## src/rtl/core/deq_pkg.sv

```systemverilog
package deq_pkg;

  localparam int DEPTH_DEF = 64;
  localparam int DATA_WIDTH_DEF = 32;

  localparam int OP_W = 3;
  localparam int FIELD_W = 32;
  localparam int STATUS_W = 2;

  localparam logic [OP_W-1:0] OP_PUSH_FRONT = 3'd0;
  localparam logic [OP_W-1:0] OP_PUSH_BACK  = 3'd1;
  localparam logic [OP_W-1:0] OP_POP_FRONT  = 3'd2;
  localparam logic [OP_W-1:0] OP_POP_BACK   = 3'd3;
  localparam logic [OP_W-1:0] OP_DUMP_FWD   = 3'd4;
  localparam logic [OP_W-1:0] OP_DUMP_BWD   = 3'd5;

  localparam logic [STATUS_W-1:0] ST_OK        = 2'd0;
  localparam logic [STATUS_W-1:0] ST_UNDERFLOW = 2'd1;
  localparam logic [STATUS_W-1:0] ST_OVERFLOW  = 2'd2;
  localparam logic [STATUS_W-1:0] ST_EMPTY     = 2'd3;

  typedef enum logic [1:0] {
    KIND_PUSH,
    KIND_POP,
    KIND_DUMP
  } kind_t;

  typedef struct packed {
    kind_t               kind;
    logic                at_front;
    logic [FIELD_W-1:0]  value;
  } cmd_t;

  typedef enum logic [1:0] {
    BK_IDLE,
    BK_POP_RD,
    BK_DUMP_RQ,
    BK_DUMP_RD
  } back_state_t;

endpackage

```

## src/rtl/core/deq_ram.sv

```systemverilog
module deq_ram #(
  parameter int WIDTH = 32,
  parameter int DEPTH = 64
) (
  input  logic                     clk,
  input  logic                     we,
  input  logic [$clog2(DEPTH)-1:0] waddr,
  input  logic [WIDTH-1:0]         wdata,
  input  logic [$clog2(DEPTH)-1:0] raddr,
  output logic [WIDTH-1:0]         rdata
);

  logic [WIDTH-1:0] mem [DEPTH];

  always_ff @(posedge clk) begin
    if (we) begin
      mem[waddr] <= wdata;
    end
    rdata <= mem[raddr];
  end

endmodule

```

## src/rtl/core/deq_front.sv

```systemverilog
module deq_front (
  input  logic                        in_valid,
  output logic                        in_ready,
  input  logic [deq_pkg::OP_W-1:0]    op,
  input  logic [deq_pkg::FIELD_W-1:0] value,
  output logic                        push_valid,
  input  logic                        push_ready,
  output deq_pkg::cmd_t               push_cmd
);

  logic known;

  always_comb begin
    known = 1'b1;
    push_cmd.value = value;
    push_cmd.kind = deq_pkg::KIND_PUSH;
    push_cmd.at_front = 1'b1;
    case (op)
      deq_pkg::OP_PUSH_FRONT: begin
        push_cmd.kind = deq_pkg::KIND_PUSH;
        push_cmd.at_front = 1'b1;
      end
      deq_pkg::OP_PUSH_BACK: begin
        push_cmd.kind = deq_pkg::KIND_PUSH;
        push_cmd.at_front = 1'b0;
      end
      deq_pkg::OP_POP_FRONT: begin
        push_cmd.kind = deq_pkg::KIND_POP;
        push_cmd.at_front = 1'b1;
      end
      deq_pkg::OP_POP_BACK: begin
        push_cmd.kind = deq_pkg::KIND_POP;
        push_cmd.at_front = 1'b0;
      end
      deq_pkg::OP_DUMP_FWD: begin
        push_cmd.kind = deq_pkg::KIND_DUMP;
        push_cmd.at_front = 1'b1;
      end
      deq_pkg::OP_DUMP_BWD: begin
        push_cmd.kind = deq_pkg::KIND_DUMP;
        push_cmd.at_front = 1'b0;
      end
      default: begin
        known = 1'b0;
      end
    endcase
  end

  // Unknown operations are taken and dropped without reaching the back end.
  assign in_ready = push_ready;
  assign push_valid = in_valid && known;

endmodule

```

## src/rtl/core/deq_cmdq.sv

```systemverilog
module deq_cmdq (
  input  logic          clk,
  input  logic          rst,
  input  logic          push_valid,
  output logic          push_ready,
  input  deq_pkg::cmd_t push_cmd,
  output logic          pop_valid,
  input  logic          pop_ready,
  output deq_pkg::cmd_t pop_cmd
);

  deq_pkg::cmd_t slots [2];
  logic          wr_ptr;
  logic          rd_ptr;
  logic [1:0]    fill;
  logic          do_push;
  logic          do_pop;

  assign push_ready = fill != 2'd2;
  assign pop_valid = fill != 2'd0;
  assign pop_cmd = slots[rd_ptr];
  assign do_push = push_valid && push_ready;
  assign do_pop = pop_valid && pop_ready;

  always_ff @(posedge clk) begin
    if (do_push) begin
      slots[wr_ptr] <= push_cmd;
    end
  end

  always_ff @(posedge clk) begin
    if (rst) begin
      wr_ptr <= 1'b0;
      rd_ptr <= 1'b0;
      fill <= 2'd0;
    end else begin
      if (do_push) begin
        wr_ptr <= !wr_ptr;
      end
      if (do_pop) begin
        rd_ptr <= !rd_ptr;
      end
      case ({do_push, do_pop})
        2'b10: fill <= fill + 2'd1;
        2'b01: fill <= fill - 2'd1;
        default: fill <= fill;
      endcase
    end
  end

endmodule

```

## src/rtl/core/deq_back.sv

```systemverilog
module deq_back #(
  parameter int DEPTH = deq_pkg::DEPTH_DEF,
  parameter int DATA_WIDTH = deq_pkg::DATA_WIDTH_DEF
) (
  input  logic                         clk,
  input  logic                         rst,
  input  logic                         cmd_valid,
  output logic                         cmd_ready,
  input  deq_pkg::cmd_t                cmd,
  output logic                         out_valid,
  input  logic                         out_ready,
  output logic [deq_pkg::FIELD_W-1:0]  data,
  output logic [deq_pkg::STATUS_W-1:0] status,
  output logic                         last
);

  localparam int PTR_W = $clog2(DEPTH);
  localparam int CNT_W = $clog2(DEPTH + 1);
  localparam logic [PTR_W:0]   RING_SIZE = (PTR_W+1)'(DEPTH);
  localparam logic [PTR_W-1:0] PTR_ONE = PTR_W'(1);
  localparam logic [PTR_W-1:0] PTR_BACK = PTR_W'(DEPTH - 1);
  localparam logic [CNT_W-1:0] CNT_ONE = CNT_W'(1);
  localparam logic [CNT_W-1:0] CNT_FULL = CNT_W'(DEPTH);

  function automatic logic [PTR_W-1:0] ring_add(input logic [PTR_W-1:0] a,
                                                input logic [PTR_W-1:0] b);
    logic [PTR_W:0] s;
    s = {1'b0, a} + {1'b0, b};
    if (s >= RING_SIZE) begin
      s = s - RING_SIZE;
    end
    return s[PTR_W-1:0];
  endfunction

  deq_pkg::back_state_t state, state_next;
  logic [PTR_W-1:0] head, head_next;
  logic [CNT_W-1:0] count, count_next;
  logic [PTR_W-1:0] idx, idx_next;
  logic             backward, backward_next;

  logic                         out_free;
  logic                         out_load;
  logic [deq_pkg::FIELD_W-1:0]  load_data;
  logic [deq_pkg::STATUS_W-1:0] load_status;
  logic                         load_last;

  logic                  ram_we;
  logic [PTR_W-1:0]      ram_waddr;
  logic [DATA_WIDTH-1:0] ram_wdata;
  logic [PTR_W-1:0]      ram_raddr;
  logic [DATA_WIDTH-1:0] ram_rdata;

  logic                  is_empty;
  logic                  is_full;
  logic [CNT_W-1:0]      cnt_m1;
  logic [PTR_W-1:0]      last_off;
  logic [PTR_W-1:0]      dump_off;

  logic signed [deq_pkg::FIELD_W-1:0] in_s;
  logic signed [63:0]                 in_ext;
  logic signed [DATA_WIDTH-1:0]       rd_s;
  logic signed [63:0]                 rd_ext;

  deq_ram #(
    .WIDTH(DATA_WIDTH),
    .DEPTH(DEPTH)
  ) u_ram (
    .clk  (clk),
    .we   (ram_we),
    .waddr(ram_waddr),
    .wdata(ram_wdata),
    .raddr(ram_raddr),
    .rdata(ram_rdata)
  );

  assign out_free = !out_valid || out_ready;
  assign is_empty = count == '0;
  assign is_full = count == CNT_FULL;
  assign cnt_m1 = count - CNT_ONE;
  assign last_off = cnt_m1[PTR_W-1:0];
  assign dump_off = backward ? (last_off - idx) : idx;

  assign in_s = cmd.value;
  assign in_ext = 64'(in_s);
  assign ram_wdata = in_ext[DATA_WIDTH-1:0];
  assign rd_s = ram_rdata;
  assign rd_ext = 64'(rd_s);

  always_comb begin
    state_next = state;
    case (state)
      deq_pkg::BK_IDLE: begin
        if (cmd_valid && out_free) begin
          if (cmd.kind == deq_pkg::KIND_POP && !is_empty) begin
            state_next = deq_pkg::BK_POP_RD;
          end else if (cmd.kind == deq_pkg::KIND_DUMP && !is_empty) begin
            state_next = deq_pkg::BK_DUMP_RQ;
          end
        end
      end
      deq_pkg::BK_POP_RD: begin
        state_next = deq_pkg::BK_IDLE;
      end
      deq_pkg::BK_DUMP_RQ: begin
        if (out_free) begin
          state_next = deq_pkg::BK_DUMP_RD;
        end
      end
      deq_pkg::BK_DUMP_RD: begin
        state_next = (idx == last_off) ? deq_pkg::BK_IDLE : deq_pkg::BK_DUMP_RQ;
      end
      default: begin
        state_next = deq_pkg::BK_IDLE;
      end
    endcase
  end

  always_comb begin
    cmd_ready = 1'b0;
    ram_we = 1'b0;
    ram_waddr = head;
    ram_raddr = head;
    head_next = head;
    count_next = count;
    idx_next = idx;
    backward_next = backward;
    out_load = 1'b0;
    load_data = '0;
    load_status = deq_pkg::ST_OK;
    load_last = 1'b1;
    case (state)
      deq_pkg::BK_IDLE: begin
        if (cmd_valid && out_free) begin
          cmd_ready = 1'b1;
          case (cmd.kind)
            deq_pkg::KIND_PUSH: begin
              out_load = 1'b1;
              if (is_full) begin
                load_status = deq_pkg::ST_OVERFLOW;
              end else begin
                ram_we = 1'b1;
                count_next = count + CNT_ONE;
                if (cmd.at_front) begin
                  ram_waddr = ring_add(head, PTR_BACK);
                  head_next = ring_add(head, PTR_BACK);
                end else begin
                  ram_waddr = ring_add(head, count[PTR_W-1:0]);
                end
              end
            end
            deq_pkg::KIND_POP: begin
              if (is_empty) begin
                out_load = 1'b1;
                load_status = deq_pkg::ST_UNDERFLOW;
              end else begin
                count_next = cnt_m1;
                if (cmd.at_front) begin
                  ram_raddr = head;
                  head_next = ring_add(head, PTR_ONE);
                end else begin
                  ram_raddr = ring_add(head, last_off);
                end
              end
            end
            deq_pkg::KIND_DUMP: begin
              if (is_empty) begin
                out_load = 1'b1;
                load_status = deq_pkg::ST_EMPTY;
              end else begin
                idx_next = '0;
                backward_next = !cmd.at_front;
              end
            end
            default: begin
              out_load = 1'b0;
            end
          endcase
        end
      end
      deq_pkg::BK_POP_RD: begin
        out_load = 1'b1;
        load_data = rd_ext[deq_pkg::FIELD_W-1:0];
      end
      deq_pkg::BK_DUMP_RQ: begin
        ram_raddr = ring_add(head, dump_off);
      end
      deq_pkg::BK_DUMP_RD: begin
        out_load = 1'b1;
        load_data = rd_ext[deq_pkg::FIELD_W-1:0];
        load_last = idx == last_off;
        idx_next = idx + PTR_ONE;
      end
      default: begin
        out_load = 1'b0;
      end
    endcase
  end

  always_ff @(posedge clk) begin
    if (rst) begin
      state <= deq_pkg::BK_IDLE;
      head <= '0;
      count <= '0;
      idx <= '0;
      backward <= 1'b0;
      out_valid <= 1'b0;
    end else begin
      state <= state_next;
      head <= head_next;
      count <= count_next;
      idx <= idx_next;
      backward <= backward_next;
      if (out_load) begin
        out_valid <= 1'b1;
      end else if (out_ready) begin
        out_valid <= 1'b0;
      end
    end
  end

  always_ff @(posedge clk) begin
    if (out_load) begin
      data <= load_data;
      status <= load_status;
      last <= load_last;
    end
  end

endmodule

```

## src/rtl/core/bounded_deque_with_dump.sv

```systemverilog
// Path: with the back end idle, a push result or any error result passes the command queue
// slot and the output register; a pop result also passes the registered RAM read, and each
// dump result passes the BK_DUMP_RQ and BK_DUMP_RD states around the registered RAM read.
// Throughput: one push or error per cycle while the back end is idle and out_ready keeps the
// output free; a pop or a dump holds the back end until its read-then-emit sequence is done.
// Reset: synchronous; empties the queue and clears all control state, RAM is not cleared.
module bounded_deque_with_dump #(
  parameter int DEPTH = deq_pkg::DEPTH_DEF,
  parameter int DATA_WIDTH = deq_pkg::DATA_WIDTH_DEF
) (
  input  logic                                clk,
  input  logic                                rst,
  input  logic                                in_valid,
  output logic                                in_ready,
  input  logic [deq_pkg::OP_W-1:0]            op,
  input  logic signed [deq_pkg::FIELD_W-1:0]  value,
  output logic                                out_valid,
  input  logic                                out_ready,
  output logic signed [deq_pkg::FIELD_W-1:0]  data,
  output logic [deq_pkg::STATUS_W-1:0]        status,
  output logic                                last
);

  logic          fq_valid;
  logic          fq_ready;
  deq_pkg::cmd_t fq_cmd;
  logic          qb_valid;
  logic          qb_ready;
  deq_pkg::cmd_t qb_cmd;
  logic [deq_pkg::FIELD_W-1:0] data_u;

  deq_front u_front (
    .in_valid  (in_valid),
    .in_ready  (in_ready),
    .op        (op),
    .value     (value),
    .push_valid(fq_valid),
    .push_ready(fq_ready),
    .push_cmd  (fq_cmd)
  );

  deq_cmdq u_cmdq (
    .clk       (clk),
    .rst       (rst),
    .push_valid(fq_valid),
    .push_ready(fq_ready),
    .push_cmd  (fq_cmd),
    .pop_valid (qb_valid),
    .pop_ready (qb_ready),
    .pop_cmd   (qb_cmd)
  );

  deq_back #(
    .DEPTH     (DEPTH),
    .DATA_WIDTH(DATA_WIDTH)
  ) u_back (
    .clk      (clk),
    .rst      (rst),
    .cmd_valid(qb_valid),
    .cmd_ready(qb_ready),
    .cmd      (qb_cmd),
    .out_valid(out_valid),
    .out_ready(out_ready),
    .data     (data_u),
    .status   (status),
    .last     (last)
  );

  assign data = data_u;

endmodule

```

## config.mk

```make
export PLATFORM = sky130hd
export DESIGN_NAME = bounded_deque_with_dump
export DESIGN_NICKNAME = d
export VERILOG_FILES = /design/src/rtl/core/deq_pkg.sv /design/src/rtl/core/deq_ram.sv /design/src/rtl/core/deq_front.sv /design/src/rtl/core/deq_cmdq.sv /design/src/rtl/core/deq_back.sv /design/src/rtl/core/bounded_deque_with_dump.sv
export SDC_FILE = /design/constraint.sdc
export NUM_CORES = 2
export LEC_CHECK = 0
export BUFFER_PORTS_ARGS = -buffer_cell sky130_fd_sc_hd__buf_2
export CAP_MARGIN = 30
export CORE_MARGIN = 2
export CORE_UTILIZATION = 45
export CTS_BUF_LIST = sky130_fd_sc_hd__clkbuf_2 sky130_fd_sc_hd__clkbuf_4 sky130_fd_sc_hd__clkbuf_8
export DETAILED_ROUTE_END_ITERATION = 16
export PLACE_DENSITY = 0.71
export SLEW_MARGIN = 10
export SYNTH_ARGS = -nofsm -noshare
export SYNTH_HDL_FRONTEND = slang
export SYNTH_SLANG_ARGS = --single-unit
```

## constraint.sdc

```tcl
create_clock -name clk -period 5.9 [get_ports clk]
set_input_delay 1.18 -clock clk [delete_from_list [all_inputs] [get_ports clk]]
set_output_delay 1.18 -clock clk [all_outputs]
set_load 0.01 [all_outputs]
```

==> results.sh <==
export IMPL_die_h_um=441
export IMPL_worstHoldPathCells=1
export IMPL_grt_pass1_wl_mm=335
export IMPL_detail_route_antenna_nets=0
export IMPL_p_total_mw=44.1
export IMPL_async_flop_share=0
export IMPL_pre_cts_ws_ns=0.375
export IMPL_status="completed"
export IMPL_post_cts_buffers=0
export IMPL_vdd_ir_drop_max_uv=563
export IMPL_finalCritPeriodShare=0.951
export IMPL_hold_path_class="in2reg"
export IMPL_synth_xor_area_share=0.00306
export IMPL_cts_sinks=2213
export IMPL_whs_ns=0.335
export IMPL_vias=50200
export IMPL_hold_violations=0
export IMPL_drv_cap=0
export IMPL_wirelength_mm=234
export IMPL_timing_rr_end="u_back.u_ram.rdata[9]$_DFF_P_"
export IMPL_reg2reg_depth=17
export IMPL_rsz0062_at_grt="false"
export IMPL_syn_nets=5008
export IMPL_setup_tns_ns=0
export IMPL_gp_congestion=0.849
export IMPL_multi_input_area_sq_um=19100
export IMPL_io_buffers=75
export IMPL_fin_util=0.513
export IMPL_instances_no_fill=7984
export IMPL_core_region_area_sq_um=190000
export IMPL_use_met2=0.373
export IMPL_synth_compound_area_frac=0.0932
export IMPL_cts_root_buffer="clkbuf_8"
export IMPL_yosysTopAreaCellShare=0.753
export IMPL_syn_avg_cell_area_sq_um=17.4
export IMPL_grt_busiest_layer="met2"
export IMPL_drive_gt1_frac=0.231
export IMPL_area_growth_pct=13.4
export IMPL_worst_pin_slew_ns=1.07
export IMPL_die_w_um=441
export IMPL_synth_cell_types=67
export IMPL_crit_fanout=128
export IMPL_antenna_found_initial=5
export IMPL_final_setup_viol_count=0
export IMPL_synth_most_common_cell="edfxtp_1"
export IMPL_wl_per_cell_um=29.3
export IMPL_p_clk_frac=0.282
export IMPL_ys_seq_elements=2213
export IMPL_required_ns=6.80
export IMPL_dieArea_sq_um=194000
export IMPL_grt_pass1_vias=48700
export IMPL_fmax_ghz=0.178
export IMPL_period_needed_ns=5.61
export IMPL_grt_util_met1=0.320
export IMPL_finClkSkew_ns=0.0481
export IMPL_ys_warn_count=0
export IMPL_synth_cells=4935
export IMPL_synth_flop_cell="edfxtp_1"
export IMPL_pwr_share_seq=0.434
export IMPL_fin_area_sq_um=97300
export IMPL_path_clk_slew_ns=0.07
export IMPL_hold_end="u_cmdq.slots[1][30]$_DFFE_PP_"
export IMPL_power_density_nw_per_um2=453
export IMPL_drtPass1Iterations=11
export IMPL_p_comb_frac=0.284
export IMPL_row_count=160
export IMPL_critical_path_arrival_ns=6.51
export IMPL_register_area_sq_um=65900
export IMPL_ys_seq_area_frac=0.767
export IMPL_slew_headroom=0.289
export IMPL_synthMuxAreaShare=0.0700
export IMPL_met3_usage=0.0517
export IMPL_fill_cells=14900
export IMPL_place_inst=7382
export IMPL_synth_edf_count=2153
export IMPL_yosysTopAreaCell="edfxtp_1"
export IMPL_critPathCaptureType="flop"
export IMPL_rrSetupSlack_ns=0.29
export IMPL_intPower_mw=29.5
export IMPL_p_sw_frac=0.331
export IMPL_synthSimpleGateAreaFrac=0.0435
export IMPL_h_tree_depth=5
export IMPL_slew_viol_final=0
export IMPL_grt_max_degree=166
export IMPL_post_route_drc_count=0
export IMPL_synthAdderAreaFrac=0.00531
export IMPL_cts_tree="yes"
export IMPL_clockBufferDepth=4
export IMPL_finalWorstSetupSlack_ns=0.286
export IMPL_overflow=0
export IMPL_crit_type="reg2reg"
export IMPL_start_kind="flop"
export IMPL_synth_common_cells="2,153 x edfxtp_1, 285 x mux2_2, 280 x nand3_1, 265 x nand2_1, 250 x a222oi_1"
export IMPL_grt_use_total=0.236
export IMPL_io_pins=76
export IMPL_drt_vias_per_instance=6.29
export IMPL_hold_buffers=0
export IMPL_clock_latency_ns=1.05
export IMPL_start_util=0.452
export IMPL_synth_area_leaders="edfxtp_1 75%, mux2_2 3.7%, a222oi_1 2.9%"
export IMPL_dp_hpwl_mm=127
export IMPL_synth_area_sq_um=85800
export IMPL_power_switching_mw=14.6
export IMPL_synth_top_family_by_area="compound AO/OA/AOI/OAI gates"
export IMPL_drtIter0Drc=9297
export IMPL_fin_nets=5290
export IMPL_cts_buffers=341
export IMPL_hp_start="value[30]"
export IMPL_r2r_start="u_back.count[0]$_SDFFE_PP0P_"
export IMPL_cellLeakagePower_nw=32.4
export IMPL_dpl_cell_area_sq_um=90700
[sequential cells by signal, indices dropped and copies added, names as in the netlist, named ones only]
signal and flops:
u_cmdq.fill 2, u_cmdq.rd_ptr 1, u_back.idx 6, u_back.out_valid 1, u_back.u_ram.mem 2048, u_back.status 2, u_back.last 1, u_back.head 6
u_back.count 7, u_cmdq.wr_ptr 1, u_back.data 32, u_back.backward 1, u_back.state 2, u_cmdq.slots 70, u_back.u_ram.rdata 32
[final cells by class]
type                            instances  area share
Multi-Input combinational cell       2348       0.196
Timing Repair Buffer                  291      0.0269
Inverter                               22    0.000848
Antenna cell                            4    0.000103
Clock buffer                          474      0.0596
Sequential cell                      2213       0.677
Tap cell                             2511      0.0323
Clock inverter                        121     0.00758
[worst max-delay path by stage]
| stage | start | to | slack (ns) | depth (start not counted) |
|---|---|---|---|---|
| CTS | u_back.count[0]$_SDFFE_PP0P_ | u_back.u_ram.rdata[9]$_DFF_P_ | 0.37 | 17 |
| global placement | u_back.count[0]$_SDFFE_PP0P_ | u_back.u_ram.rdata[9]$_DFF_P_ | 0.47 | 17 |
| detailed placement | u_back.count[0]$_SDFFE_PP0P_ | u_back.u_ram.rdata[9]$_DFF_P_ | 0.37 | 17 |
| global route | u_back.count[0]$_SDFFE_PP0P_ | u_back.u_ram.rdata[13]$_DFF_P_ | 0.04 | 17 |
| finish | u_back.count[0]$_SDFFE_PP0P_ | u_back.u_ram.rdata[9]$_DFF_P_ | 0.29 | 17 |
| floorplan | out_ready | u_back.data[0]$_SDFFCE_PN0P_ | 1.11 | 4 |
[cell usage in the layout (no fill, tap or decap), types with 64 or more instances in the layout]
cell,count
mux2_2,285
clkbuf_4,116
buf_4,164
clkbuf_8,359
mux2i_1,136
o21ai_0,83
edfxtp_1,2153
o31ai_1,65
buf_2,76
nor2_4,69
a21oi_1,102
nand2_1,263
nand3_1,278
o22ai_1,126
a222oi_1,250
a22o_1,64
[power groups by stage]
stage	logic [mW]	clock network, mW	registers, mW
CTS	12.3	12.6	19.1
detailed placement	12.3	0	19.5
global route	13.2	13.2	19.1
global placement	12.0	0	19.4
floorplan	7.53	0	19.3
finish	12.5	12.4	19.1
[logic make-up after synthesis]
kind of cell    Yosys count
buf+inv                 374
flops                  2213
mux                     485
simple gates            800
xor+xnor                 30
compound gates          999
fa+ha+maj                34
[metal layers]
layer,part of all wire,vias to the layer above
met3,0.12,463
met4,0.036,0
li1,-,21000
met2,0.47,3589
met5,0,-
met1,0.37,25200
[what timing repair did]
item | 4_1_cts | 5_1_grt
resized for setup | 0 | 1
endpoints found under the setup margin | 0 | 5
endpoints found under the hold margin | 0 | 0
[worst max-delay path: stages, from the launching register on]
cell and delay, ns:
dfxtp_1 0.53, inv_1 0.12, ha_1 0.34, inv_1 0.16, fa_1 0.45, nand2_1 0.08, o21ai_0 0.14, fa_1 0.44
xnor2_1 0.16, a2bb2oi_2 0.33, and3_4 0.40, nor2_4 0.08, buf_12 0.25, buf_4 0.50, a222oi_1 0.40, o22ai_1 0.15
o21ai_0 0.48, nand4_1 0.13
Note: power is estimated with default switching activity, not from simulation.
